===== src/rcic_pkg.sv =====
// Shared types and constants for the program image checker.
// No dependencies; used by rcic_out_if and all modules.
`timescale 1ns / 1ps

package rcic_pkg;

  localparam int unsigned IMAGE_BYTES_DEF = 90;
  localparam int unsigned SUM_BYTES_DEF   = 86;

  localparam logic [7:0]  MAGIC [4] = '{8'h41, 8'h4E, 8'h4B, 8'h48};
  localparam logic [15:0] LOAD_ADDR = 16'h0100;
  localparam logic [15:0] SEED_ADD  = 16'd7;
  localparam logic [7:0]  ALPHA_MUL = 8'd17;
  localparam logic [7:0]  BETA_MUL  = 8'd31;
  localparam logic [16:0] MODULUS   = 17'd65535;

  typedef enum logic [1:0] {
    ST_OK         = 2'd0,
    ST_SHORT      = 2'd1,
    ST_BAD_HEADER = 2'd2,
    ST_MISMATCH   = 2'd3
  } status_e;

  typedef struct packed {
    logic [15:0] older;
    logic [15:0] newer;
    logic        hdr_ok;
    logic [31:0] stored;
  } term_state_t;

  localparam term_state_t TERM_RESET = '{
    older:  16'd1,
    newer:  16'd1,
    hdr_ok: 1'b1,
    stored: 32'd0
  };

endpackage


===== src/rcic_if.sv =====
// Stream interfaces for image bytes in and check results out.
// Depends on rcic_pkg for the status type.
`timescale 1ns / 1ps

interface rcic_in_if;
  logic       valid;
  logic       ready;
  logic [7:0] data_byte;
  logic       end_of_image;

  modport source (output valid, output data_byte, output end_of_image, input ready);
  modport sink   (input valid, input data_byte, input end_of_image, output ready);
endinterface

interface rcic_out_if;
  logic                  valid;
  logic                  ready;
  rcic_pkg::status_e     status;
  logic [15:0]           computed_sum;
  logic [31:0]           stored_sum;

  modport source (output valid, output status, output computed_sum, output stored_sum,
                  input ready);
  modport sink   (input valid, input status, input computed_sum, input stored_sum,
                  output ready);
endinterface


===== src/rcic_step.sv =====
// One absorb step: header check, recurrence term update, stored word capture.
// Depends on rcic_pkg.
`timescale 1ns / 1ps

module rcic_step #(
  parameter int unsigned IMAGE_BYTES = rcic_pkg::IMAGE_BYTES_DEF,
  parameter int unsigned SUM_BYTES   = rcic_pkg::SUM_BYTES_DEF,
  parameter int unsigned CNT_W       = $clog2(IMAGE_BYTES + 1)
) (
  input  logic [CNT_W-1:0]      cnt_i,
  input  logic [7:0]            byte_i,
  input  rcic_pkg::term_state_t state_i,
  output logic [CNT_W-1:0]      cnt_o,
  output rcic_pkg::term_state_t state_o
);

  logic        absorb;
  logic [7:0]  idx8;
  logic [7:0]  alpha;
  logic [7:0]  beta;
  logic [8:0]  mult_a;
  logic [24:0] prod_a;
  logic [24:0] prod_b;
  logic        neg;
  logic [24:0] diff;
  logic [16:0] fold;
  logic [15:0] rem;
  logic [15:0] pn;
  logic [CNT_W-1:0] lane_off;
  logic [1:0]  lane;

  assign absorb = cnt_i < CNT_W'(IMAGE_BYTES);
  assign idx8   = 8'(cnt_i);
  assign alpha  = 8'(idx8 * rcic_pkg::ALPHA_MUL);
  assign beta   = 8'(idx8 * rcic_pkg::BETA_MUL);
  assign mult_a = {1'b0, byte_i} + {1'b0, alpha};
  assign prod_a = 25'(mult_a * state_i.newer);
  assign prod_b = 25'(beta * state_i.older);
  assign neg    = prod_b > prod_a;
  assign diff   = neg ? prod_b - prod_a : prod_a - prod_b;

  // mod 65535: fold the high part onto the low part, then one correction
  assign fold = {1'b0, diff[15:0]} + {8'd0, diff[24:16]};
  assign rem  = (fold >= rcic_pkg::MODULUS) ? 16'(fold - rcic_pkg::MODULUS) : fold[15:0];

  // negative difference wraps through 2^16, which is 1 mod 65535
  always_comb begin
    if (!neg) begin
      pn = rem;
    end else if (rem <= 16'd1) begin
      pn = 16'd1 - rem;
    end else begin
      pn = 16'd0 - rem;
    end
  end

  assign lane_off = cnt_i - CNT_W'(SUM_BYTES);
  assign lane     = lane_off[1:0];

  always_comb begin
    state_o = state_i;
    cnt_o   = cnt_i;
    if (absorb) begin
      cnt_o = cnt_i + CNT_W'(1);
      if (cnt_i < CNT_W'(4)) begin
        if (byte_i != rcic_pkg::MAGIC[cnt_i[1:0]]) begin
          state_o.hdr_ok = 1'b0;
        end
      end else if (cnt_i == CNT_W'(4)) begin
        if (byte_i != rcic_pkg::LOAD_ADDR[7:0]) begin
          state_o.hdr_ok = 1'b0;
        end
      end else if (cnt_i == CNT_W'(5)) begin
        if (byte_i != rcic_pkg::LOAD_ADDR[15:8]) begin
          state_o.hdr_ok = 1'b0;
        end
      end

      if (cnt_i < CNT_W'(SUM_BYTES)) begin
        if (cnt_i == '0) begin
          state_o.older = 16'd1;
          state_o.newer = {8'd0, byte_i} + rcic_pkg::SEED_ADD;
        end else begin
          state_o.older = state_i.newer;
          state_o.newer = pn;
        end
      end else if (lane_off < CNT_W'(4)) begin
        state_o.stored = state_i.stored | (32'(byte_i) << {lane, 3'b000});
      end
    end
  end

endmodule


===== src/recurrence_checksum_image_check.sv =====
// Top level of the program image checker.
// Depends on rcic_pkg, rcic_if (rcic_in_if, rcic_out_if) and rcic_step.
`timescale 1ns / 1ps

// Takes one image byte per transaction and sustains one transaction per clock.
// Each byte sits in an input register while the combinational
// recurrence step (two small products, a subtract and a fold mod 65535)
// updates the running state; a byte flagged end_of_image also loads the result
// register, which drives the outputs. Input stalls only when a result is
// waiting in the result register and the next byte would produce another.
// After each result the checker re-arms for a new image; bytes past
// IMAGE_BYTES are ignored but still end the image.

module recurrence_checksum_image_check #(
  parameter int unsigned IMAGE_BYTES = rcic_pkg::IMAGE_BYTES_DEF,
  parameter int unsigned SUM_BYTES   = rcic_pkg::SUM_BYTES_DEF
) (
  input  logic       clk_i,
  input  logic       rst_ni,
  rcic_in_if.sink    in_i,
  rcic_out_if.source out_o
);

  localparam int unsigned CNT_W = $clog2(IMAGE_BYTES + 1);

  logic                  s0_valid_q;
  logic [7:0]            s0_byte_q;
  logic                  s0_eoi_q;
  logic                  out_free;
  logic                  s0_fire;

  logic [CNT_W-1:0]      cnt_q, cnt_d;
  rcic_pkg::term_state_t state_q, state_d;

  logic                  out_valid_q;
  rcic_pkg::status_e     status_q, status_d;
  logic [15:0]           csum_q, csum_d;
  logic [31:0]           ssum_q, ssum_d;

  assign out_free   = !out_valid_q || out_o.ready;
  assign s0_fire    = s0_valid_q && (!s0_eoi_q || out_free);
  assign in_i.ready = !s0_valid_q || s0_fire;

  rcic_step #(
    .IMAGE_BYTES (IMAGE_BYTES),
    .SUM_BYTES   (SUM_BYTES),
    .CNT_W       (CNT_W)
  ) u_step (
    .cnt_i   (cnt_q),
    .byte_i  (s0_byte_q),
    .state_i (state_q),
    .cnt_o   (cnt_d),
    .state_o (state_d)
  );

  always_comb begin
    csum_d = state_d.newer;
    ssum_d = state_d.stored;
    if (cnt_d < CNT_W'(IMAGE_BYTES)) begin
      status_d = rcic_pkg::ST_SHORT;
      csum_d   = 16'd0;
      ssum_d   = 32'd0;
    end else if (!state_d.hdr_ok) begin
      status_d = rcic_pkg::ST_BAD_HEADER;
    end else if (state_d.stored != {16'd0, state_d.newer}) begin
      status_d = rcic_pkg::ST_MISMATCH;
    end else begin
      status_d = rcic_pkg::ST_OK;
    end
  end

  always_ff @(posedge clk_i or negedge rst_ni) begin
    if (!rst_ni) begin
      s0_valid_q <= 1'b0;
    end else if (in_i.ready) begin
      s0_valid_q <= in_i.valid;
    end
  end

  always_ff @(posedge clk_i) begin
    if (in_i.ready && in_i.valid) begin
      s0_byte_q <= in_i.data_byte;
      s0_eoi_q  <= in_i.end_of_image;
    end
  end

  always_ff @(posedge clk_i or negedge rst_ni) begin
    if (!rst_ni) begin
      cnt_q   <= '0;
      state_q <= rcic_pkg::TERM_RESET;
    end else if (s0_fire) begin
      if (s0_eoi_q) begin
        cnt_q   <= '0;
        state_q <= rcic_pkg::TERM_RESET;
      end else begin
        cnt_q   <= cnt_d;
        state_q <= state_d;
      end
    end
  end

  always_ff @(posedge clk_i or negedge rst_ni) begin
    if (!rst_ni) begin
      out_valid_q <= 1'b0;
    end else if (s0_fire && s0_eoi_q) begin
      out_valid_q <= 1'b1;
    end else if (out_o.ready) begin
      out_valid_q <= 1'b0;
    end
  end

  always_ff @(posedge clk_i) begin
    if (s0_fire && s0_eoi_q) begin
      status_q <= status_d;
      csum_q   <= csum_d;
      ssum_q   <= ssum_d;
    end
  end

  assign out_o.valid        = out_valid_q;
  assign out_o.status       = status_q;
  assign out_o.computed_sum = csum_q;
  assign out_o.stored_sum   = ssum_q;

endmodule

===== src/flat_wrapper.sv =====
// flat-port wrapper written by rule: the top's interface ports become plain ports
module recurrence_checksum_image_check_flat 
#(
  parameter int unsigned IMAGE_BYTES = rcic_pkg::IMAGE_BYTES_DEF,
  parameter int unsigned SUM_BYTES   = rcic_pkg::SUM_BYTES_DEF
)
  (clk_i, rst_ni, in_i_valid, in_i_data_byte, in_i_end_of_image, in_i_ready, out_o_valid, out_o_status, out_o_computed_sum, out_o_stored_sum, out_o_ready);
  rcic_in_if in_i_i ();
  rcic_out_if out_o_i ();
  input  logic clk_i;
  input  logic rst_ni;
  input wire logic [$bits(in_i_i.valid)-1:0] in_i_valid;
  input wire logic [$bits(in_i_i.data_byte)-1:0] in_i_data_byte;
  input wire logic [$bits(in_i_i.end_of_image)-1:0] in_i_end_of_image;
  output wire logic [$bits(in_i_i.ready)-1:0] in_i_ready;
  output wire logic [$bits(out_o_i.valid)-1:0] out_o_valid;
  output wire logic [$bits(out_o_i.status)-1:0] out_o_status;
  output wire logic [$bits(out_o_i.computed_sum)-1:0] out_o_computed_sum;
  output wire logic [$bits(out_o_i.stored_sum)-1:0] out_o_stored_sum;
  input wire logic [$bits(out_o_i.ready)-1:0] out_o_ready;
  assign in_i_i.valid = in_i_valid;
  assign in_i_i.data_byte = in_i_data_byte;
  assign in_i_i.end_of_image = in_i_end_of_image;
  assign in_i_ready = in_i_i.ready;
  assign out_o_valid = out_o_i.valid;
  assign out_o_status = out_o_i.status;
  assign out_o_computed_sum = out_o_i.computed_sum;
  assign out_o_stored_sum = out_o_i.stored_sum;
  assign out_o_i.ready = out_o_ready;
  recurrence_checksum_image_check #(.IMAGE_BYTES(IMAGE_BYTES), .SUM_BYTES(SUM_BYTES)) u_core (.clk_i(clk_i), .rst_ni(rst_ni), .in_i(in_i_i), .out_o(out_o_i));
endmodule

===== config.mk =====
export PLATFORM = sky130hd
export DESIGN_NAME = recurrence_checksum_image_check_flat
export DESIGN_NICKNAME = d
export VERILOG_FILES = /design/src/rcic_pkg.sv /design/src/rcic_if.sv /design/src/rcic_step.sv /design/src/recurrence_checksum_image_check.sv /design/src/flat_wrapper.sv
export SDC_FILE = /design/constraint.sdc
export NUM_CORES = 1
export LEC_CHECK = 0
export BUFFER_PORTS_ARGS = -buffer_cell sky130_fd_sc_hd__buf_2
export CORE_UTILIZATION = 40
export DETAILED_ROUTE_END_ITERATION = 6
export PLACE_DENSITY = 0.54
export SLEW_MARGIN = 20
export SYNTH_ARGS = -nofsm -noshare
export SYNTH_HDL_FRONTEND = slang
export SYNTH_SLANG_ARGS = --single-unit

===== constraint.sdc =====
create_clock -name clk_i -period 17.1 [get_ports clk_i]
set_input_delay 0.855 -clock clk_i [delete_from_list [all_inputs] [get_ports clk_i]]
set_output_delay 0.855 -clock clk_i [all_outputs]
set_load 0.005 [all_outputs]

==> results.json, run 1 <==
{
  "outcome": "finished, violations left",
  "violations": "design-rule violations",
  "initial_core_util_pct": 40.5,
  "wl_per_cell_um": 19.9,
  "fin_nets": 2742,
  "synth_edf_count": 59,
  "cpMostUsedCell": "o21bai_1",
  "final_core_util_pct": 44.8,
  "clockBufferDepth": 2,
  "grt_max_degree": 86,
  "hold_class": "input port to async pin",
  "cp_max_fo": 11,
  "h-tree-depth": 4,
  "slew_headroom_pct": 26.0,
  "tightest_slew_ps": 1110,
  "critPathMaxStageDelay_ps": 590,
  "yosysSeqAreaShare_pct": 18.3,
  "period_needed_ps": 16210,
  "ant_nets": 0,
  "arrival_ps": 16350,
  "synth_cells": 2297,
  "viasPerCell": 5.60,
  "dp_hpwl_um": 47500,
  "slew_violations": 0,
  "dr_total_vias": 16900,
  "syn-num-nets": 2691,
  "insertion_delay_ps": 450,
  "maxCapViolations": 0,
  "regArea_mm2": 0.00363,
  "cts_sinks": 133,
  "setup_viol": 0,
  "drc": 16,
  "ys.warnings.count": 0,
  "core_area_mm2": 0.0490,
  "io_pins": 65,
  "die_h_um": 225,
  "syn_avg_cell_area_um2": 8.64,
  "ys_async_sr_fraction_pct": 55.6,
  "path_clk_slew_ps": 70,
  "n_antenna_cell": 0,
  "max_freq_mhz": 61.7,
  "crit_family": "compound AO/OA/AOI/OAI gates",
  "post-route-period-util_pct": 94.8,
  "crit_slowest_cell": "or4_1",
  "synth_top_flop_cell": "dfrtp_1",
  "worstPathRequired_ps": 17240,
  "die_w_um": 225,
  "crit_type": "flop to flop",
  "synth_area_leader_cell": "fa_1",
  "cts_buffers": 17,
  "synthDistinctLibCells": 99,
  "path_buf_inv": 8,
  "clock_skew_ps": 11.6,
  "drtIter0Drc": 1247,
  "fp-row-count": 81,
  "dieArea_mm2": 0.0505,
  "syn_to_final_growth_pct": 10.5,
  "gp_congestion": 0.960,
  "grt_overflow_total": 0,
  "drt_wl_total_um": 60200,
  "synth.top_cell.area_share_pct": 20.0,
  "hold_viol_final": 0,
  "cts_tree": "yes",
  "ys_ff_latch": 133,
  "drive_gt1_share_pct": 10.0,
  "grt_pass1_vias": 16700,
  "multi_input_area_mm2": 0.0148,
  "io_buffers": 64,
  "syn_area_mm2": 0.0198,
  "antenna_found_initial": 0,
  "grt_first_pass_wirelength_um": 95400,
  "grtUsageTotal_pct": 24.2,
  "dr.pass1.iters": 7,
  "synth_area_leaders": "fa_1, ha_1, dfrtp_1",
  "end_kind": "flop",
  "cp-start-kind": "flop",
  "fill_cells": 4882,
  "cts-root-buf": "clkbuf_16"
}
-- layer usage --
| layer | share of wire (%) | global-route usage, % | routed length (um) |
|---|---|---|---|
| met5 | 0 | 0 | 0 |
| met1 | 47 | 35.6 | 28200 |
| met4 | 2.0 | 5.60 | 1190 |
| met3 | 4.9 | 2.02 | 2940 |
| met2 | 46 | 38.4 | 27900 |
-- cells in the final DEF (no fill, tap or decap), types with 22 or more instances in the layout --
cell type / count
nand2b_1: 35
inv_1: 321
o21bai_1: 40
a31oi_1: 45
edfxtp_1: 59
nand2_1: 198
nand3_1: 28
a21o_1: 35
xnor2_1: 82
ha_1: 183
xor2_1: 41
buf_2: 63
nor2b_1: 34
nor3_1: 38
a21oi_1: 139
fa_1: 198
buf_4: 64
o21ai_0: 63
a22o_1: 22
dfrtp_1: 70
and2_1: 140
nor2_1: 153
-- sequential cells by signal, indices dropped and copies added (netlist names) --
register / cells
u_core.cnt_q: 7
u_core.out_o.computed_sum: 16
u_core.out_o.status: 2
u_core.out_o.stored_sum: 32
u_core.out_o.valid: 1
u_core.s0_byte_q: 8
u_core.s0_eoi_q: 1
u_core.s0_valid_q: 1
u_core.state_q: 65
-- cell usage after synthesis (36+ instances only) --
cell and count:
clkbuf_1 77, edfxtp_1 59, nor2_1 153, a31oi_1 45, nand2_1 198, dfrtp_1 71
o21bai_1 40, nor3_1 38, xnor2_1 84, ha_1 183, inv_1 321, nand2b_1 36
o21ai_0 63, a21oi_1 151, and2_1 140, fa_1 198, xor2_1 41
-- final timing paths --
check | from | end | depth (start not counted) | slack (ps)
min reg2reg | u_core.state_q[13] | u_core.state_q[13] | 2 | 500
max | u_core.cnt_q[2] | u_core.out_o.status[1] | 69 | 890
max in group asynchronous | rst_ni | u_core.cnt_q[1] | 1 | 16150
min in group clk_i | u_core.state_q[13] | u_core.state_q[13] | 2 | 500
max reg2reg | u_core.cnt_q[2] | u_core.out_o.status[1] | 69 | 890
min | rst_ni | u_core.state_q[17] | 1 | 450
-- what timing repair did --
action                                  4_1_cts  5_1_grt
endpoints found under the setup margin        0       33
hold buffers                                  0        0
buffers inserted                              0       18
gates resized for setup                       0       37
-- kinds of logic (layout without fill, tap and decap cells) --
group / Yosys count / after routing / share of synthesized area, %
AO/OA/AOI/OAI: 507 / 507 / 17.2
XOR/XNOR: 127 / 127 / 5.74
adder cells (fa/ha/maj): 381 / 381 / 31.5
buffers and inverters: 420 / 484 / 8.10
flip-flops: 133 / 133 / 18.3
multiplexers: 18 / 18 / 0.952
AND/OR/NAND/NOR: 711 / 711 / 18.2
-- per-stage QoR --
| step | area, um^2 | setup WS [ps] | setup TNS (ps) | hold slack, ps | std cells |
|---|---|---|---|---|---|
| floorplan | 19800 | 917 | 0 | 463 | 2297 |
| global route | 21900 | -18.0 | -18.0 | 507 | 3025 |
| CTS | 21600 | 164 | 0 | 500 | 3006 |
| global placement | 21000 | 564 | 0 | 476 | 2974 |
| finish | 21900 | 889 | 0 | 446 | 3025 |
| detailed placement | 21000 | 213 | 0 | 486 | 2974 |
-- cell type report --
type,count,share of cell area [%]
multi-input cells,1744,67.6
flip-flops and latches,133,16.6
inverters,321,5.50
repair buffers,131,3.93
well taps,664,3.79
clock buffers,18,1.96
clock inverters,14,0.639
Power of run 1 is not shown: default switching activity piles up to over one toggle a cycle in this logic, so the estimate is an artifact.
==> run 2: changes to the inputs <==
Settings changed: CTS_BUF_LIST set to sky130_fd_sc_hd__clkbuf_8, GPL_TIMING_DRIVEN set to 1.
==> run 2 against run 1 <==
Compared with the run above:
- the run now ends clean
- fmax about the same
- clock-buffer cell count shrank 1
- cell area shrank 0.87%
==> results.json, run 2 (synthesized netlist as in run 1, its figures left out) <==
{
  "syn_to_final_growth_pct": 9.50,
  "final_cell_mix": "inv_1, nand2_1, fa_1",
  "outcome": "finished, final reports clean",
  "cts-root-buf": "clkbuf_8",
  "n_antenna_cell": 0,
  "setup_viol": 0,
  "grtUsageTotal_pct": 24.1,
  "max_freq_mhz": 61.6,
  "hold_viol_final": 0,
  "gp_congestion": 0.960,
  "dr.pass1.iters": 6,
  "grt_first_pass_wirelength_um": 95300,
  "cpMostUsedCell": "o21bai_1",
  "drt_wl_total_um": 60100,
  "die_w_um": 225,
  "clock_skew_ps": 13.4,
  "worstPathRequired_ps": 17270,
  "viasPerCell": 5.58,
  "drtIter0Drc": 1239,
  "die_h_um": 225,
  "slew_headroom_pct": 24.8,
  "grt_overflow_total": 0,
  "hold_buffers": 0,
  "stdcell_count": 3025,
  "fin_nets": 2742,
  "fp-row-count": 81,
  "cts_sinks": 133,
  "drc": 0,
  "crit_slowest_cell": "or4_1",
  "end_kind": "flop",
  "ant_nets": 0,
  "antenna_found_initial": 0,
  "cts_tree": "yes",
  "largest_register_ff_count": 65,
  "cp-start-kind": "flop",
  "arrival_ps": 16400,
  "crit_type": "flop to flop",
  "regMostFlops": "u_core.state_q",
  "dieArea_mm2": 0.0505,
  "dp_hpwl_um": 47500,
  "setup_tns_ps": 0,
  "fin_area_mm2": 0.0217,
  "clockBufferDepth": 2,
  "core_area_mm2": 0.0490,
  "cp_max_fo": 11,
  "fill_cells": 4903,
  "grt_pass1_vias": 16700,
  "final_core_util_pct": 44.4,
  "slew_violations": 0,
  "regArea_mm2": 0.00363,
  "wl_per_cell_um": 19.9,
  "period_needed_ps": 16230,
  "critPathMaxStageDelay_ps": 590,
  "grt_max_degree": 86,
  "h-tree-depth": 4,
  "final_common_cell": "inv_1",
  "dp.cells": 2974,
  "cts_buffers": 17,
  "dr_total_vias": 16900,
  "drive_gt1_share_pct": 10.0,
  "initial_core_util_pct": 40.5,
  "path_clk_slew_ps": 90,
  "multi_input_area_mm2": 0.0148,
  "hold_class": "input port to async pin",
  "post-route-period-util_pct": 94.9,
  "tightest_slew_ps": 1120,
  "insertion_delay_ps": 470,
  "io_pins": 65,
  "place_area_mm2": 0.0210,
  "io_buffers": 64,
  "maxCapViolations": 0
}
==> run 2: final timing paths <==
check | cells past startpoint | slack [ps] | end | start
max in group asynchronous | 1 | 16180 | u_core.cnt_q[1] | rst_ni
setup reg to reg | 69 | 870 | u_core.out_o.status[1] | u_core.cnt_q[2]
min in group clk_i | 2 | 500 | u_core.state_q[5] | u_core.state_q[5]
hold / removal | 1 | 420 | u_core.state_q[17] | rst_ni
setup / recovery | 69 | 870 | u_core.out_o.status[1] | u_core.cnt_q[2]
hold reg to reg | 2 | 500 | u_core.state_q[5] | u_core.state_q[5]
==> run 2: per-layer routing <==
layer	vias to the layer above	track usage, %	wire, um
met1	8463	35.4	28300
met3	75	2.55	2930
met2	531	38.4	27900
li1	7801	-	-
met4	0	4.85	1050
met5	-	0	0
==> run 2: worst max-delay path, delay by kind of cell, from the launching register on <==
kind,cells,cell delay [ps]
simple gates,14,3310
buf+inv,8,840
flops,1,390
xor+xnor,4,630
compound gates,30,5090
mux,2,620
fa+ha+maj,11,5040
==> run 2: repair_timing <==
action                                 in CTS  in global routing
endpoints found under the hold margin       0                  0
setup buffers                               0                 18
setup endpoints to repair                   0                 33
gates resized for setup                     0                 37
==> run 2: area by class of cell <==
| cell class | count | share of cell area [%] |
|---|---|---|
| Clock buffer | 17 | 1.08 |
| Clock inverter | 15 | 0.662 |
| Inverter | 321 | 5.55 |
| Multi-Input combinational cell | 1744 | 68.2 |
| Sequential cell | 133 | 16.7 |
| Tap cell | 664 | 3.82 |
| Timing Repair Buffer | 131 | 3.96 |
==> run 2: metrics by stage <==
step	setup slack (ps)	hold WS, ps
detailed placement	213	486
global placement	564	476
global route	-21.1	440
CTS	159	505
finish	874	415
floorplan	917	463
Power of run 2 is left out for the same reason.
==> run 3: changes to the inputs <==
Settings changed: BUFFER_PORTS_ARGS -buffer_cell sky130_fd_sc_hd__buf_2 to -buffer_cell sky130_fd_sc_hd__buf_4, CORE_UTILIZATION 40 to 45, PLACE_DENSITY 0.54 to 0.6.
==> run 3 against run 2 <==
Compared with the run above:
- via count barely moved
- fmax increased by 0.26%
- final cell count shrank 3.1%
- worst setup slack better by 42 ps
- wire length fell by 3.7%
- first-iteration DRC count decreased by 8.2%
- worst hold slack better by 3.8 ps
- clock-buffer cell count rose by 1
- global-route usage rose by 2.3 points
- clock skew increased by 11 ps
- highest routed layer unchanged
==> results.json, run 3 (synthesized netlist as in run 1, its figures left out) <==
{
  "fp-row-count": 76,
  "h-tree-depth": 4,
  "worstPathRequired_ps": 17270,
  "io_pins": 65,
  "gp_congestion": 0.947,
  "crit_slowest_cell": "or4_1",
  "grt_first_pass_wirelength_um": 92600,
  "tightest_slew_ps": 1050,
  "drive_gt1_share_pct": 9.38,
  "rrSetupSlack_ps": 920,
  "wl_per_cell_um": 19.7,
  "cts_buffers": 17,
  "dieArea_mm2": 0.0449,
  "end_kind": "flop",
  "maxCapViolations": 0,
  "arrival_ps": 16360,
  "grtUsageTotal_pct": 26.4,
  "outcome": "finished, final reports clean",
  "period_needed_ps": 16180,
  "grt_overflow_total": 0,
  "drt_wl_total_um": 57800,
  "fill_cells": 4095,
  "worstReg2RegStart": "u_core.cnt_q[0]",
  "syn_to_final_growth_pct": 9.36,
  "r2r-end": "u_core.out_o.status[1]",
  "worst-r2r-cell-count": 64,
  "n_antenna_cell": 0,
  "final_core_util_pct": 50.2,
  "io_buffers": 64,
  "insertion_delay_ps": 480,
  "cts-root-buf": "clkbuf_8",
  "hold_viol_final": 0,
  "cts_tree": "yes",
  "setup_tns_ps": 0,
  "crit_type": "flop to flop",
  "grt_max_degree": 86,
  "dp_hpwl_um": 45600,
  "final_common_cell": "inv_1",
  "dr.pass1.iters": 7,
  "path_clk_slew_ps": 100,
  "viasPerCell": 5.75,
  "ant_nets": 0,
  "cts_sinks": 133,
  "die_h_um": 212,
  "max_freq_mhz": 61.8,
  "drtIter0Drc": 1137,
  "initial_core_util_pct": 45.9,
  "hold_class": "input port to async pin",
  "antenna_found_initial": 0,
  "clock_skew_ps": 24.6,
  "cp-start-kind": "flop",
  "dr_total_vias": 16900,
  "slew_violations": 0,
  "setup_viol": 0,
  "grt_pass1_vias": 17000,
  "post-route-period-util_pct": 94.6,
  "slew_headroom_pct": 29.7,
  "die_w_um": 212,
  "fin_nets": 2727,
  "largest_register_ff_count": 65,
  "drc": 0,
  "core_area_mm2": 0.0433,
  "regMostFlops": "u_core.state_q",
  "critPathMaxStageDelay_ps": 590,
  "clockBufferDepth": 2,
  "cp_max_fo": 10,
  "final_cell_mix": "inv_1, nand2_1, fa_1",
  "hold_buffers": 0
}
[run 3: cell count changes in the layout (fill, tap and decap cells not counted), moves of 4 or more]
cell     delta
buf_2      -63
buf_4      +50
a21oi_2     -5
a21oi_1     +4
[run 3: area by class of cell]
cell class	instances	area, um^2	share of cell area (%)
multi-input combinational	1744	14800	68.4
sequential	133	3630	16.7
inverter	321	1200	5.55
timing repair buffer	116	887	4.09
tap	585	732	3.37
clock buffer	18	248	1.14
clock inverter	14	153	0.703
[run 3: stage by stage]
stage          setup slack [ps]  std cells  cell area (um^2)  hold slack [ps]
3_5_place_dp                270       2888             21000              485
6_report                    916       2931             21700              419
5_1_grt                   -84.5       2931             21700              452
2_1_floorplan               917       2297             19800              463
4_1_cts                     168       2920             21400              505
3_3_place_gp                606       2888             21000              477
[run 3: how the worst max path moves through the flow]
stage | from | end | slack (ps)
after global routing | u_core.cnt_q[2] | u_core.out_o.status[1] | -80
after global placement | u_core.cnt_q[0] | u_core.out_o.status[1] | 610
after CTS | u_core.cnt_q[0] | u_core.out_o.status[1] | 170
final | u_core.cnt_q[0] | u_core.out_o.status[1] | 920
after detailed placement | u_core.cnt_q[0] | u_core.out_o.status[1] | 270
after floorplan | u_core.cnt_q[1] | u_core.out_o.status[1] | 920
[run 3: routing by layer]
| metal | GRT usage [%] | share of wire, % | routed length (um) |
|---|---|---|---|
| met5 | 0 | 0 | 0 |
| met4 | 8.35 | 2.9 | 1700 |
| met3 | 3.62 | 5.6 | 3230 |
| met2 | 41.4 | 45 | 26200 |
| met1 | 37.7 | 46 | 26700 |
[run 3: critical path, delay by kind of cell, from the launching register on]
| family | cells | cell delay, ps |
|---|---|---|
| and+or+nand+nor | 12 | 2880 |
| buffers and inverters | 4 | 240 |
| AOI/OAI and AO/OA | 32 | 5970 |
| adders and majority gates | 11 | 5090 |
| DFF | 1 | 500 |
| xor gates and xnor gates | 5 | 1170 |
[run 3: what timing repair did]
item | 4_1_cts | 5_1_grt
resized for setup | 0 | 40
buffers inserted | 0 | 11
endpoints found under the setup margin | 0 | 27
Power of run 3 is left out for the same reason.
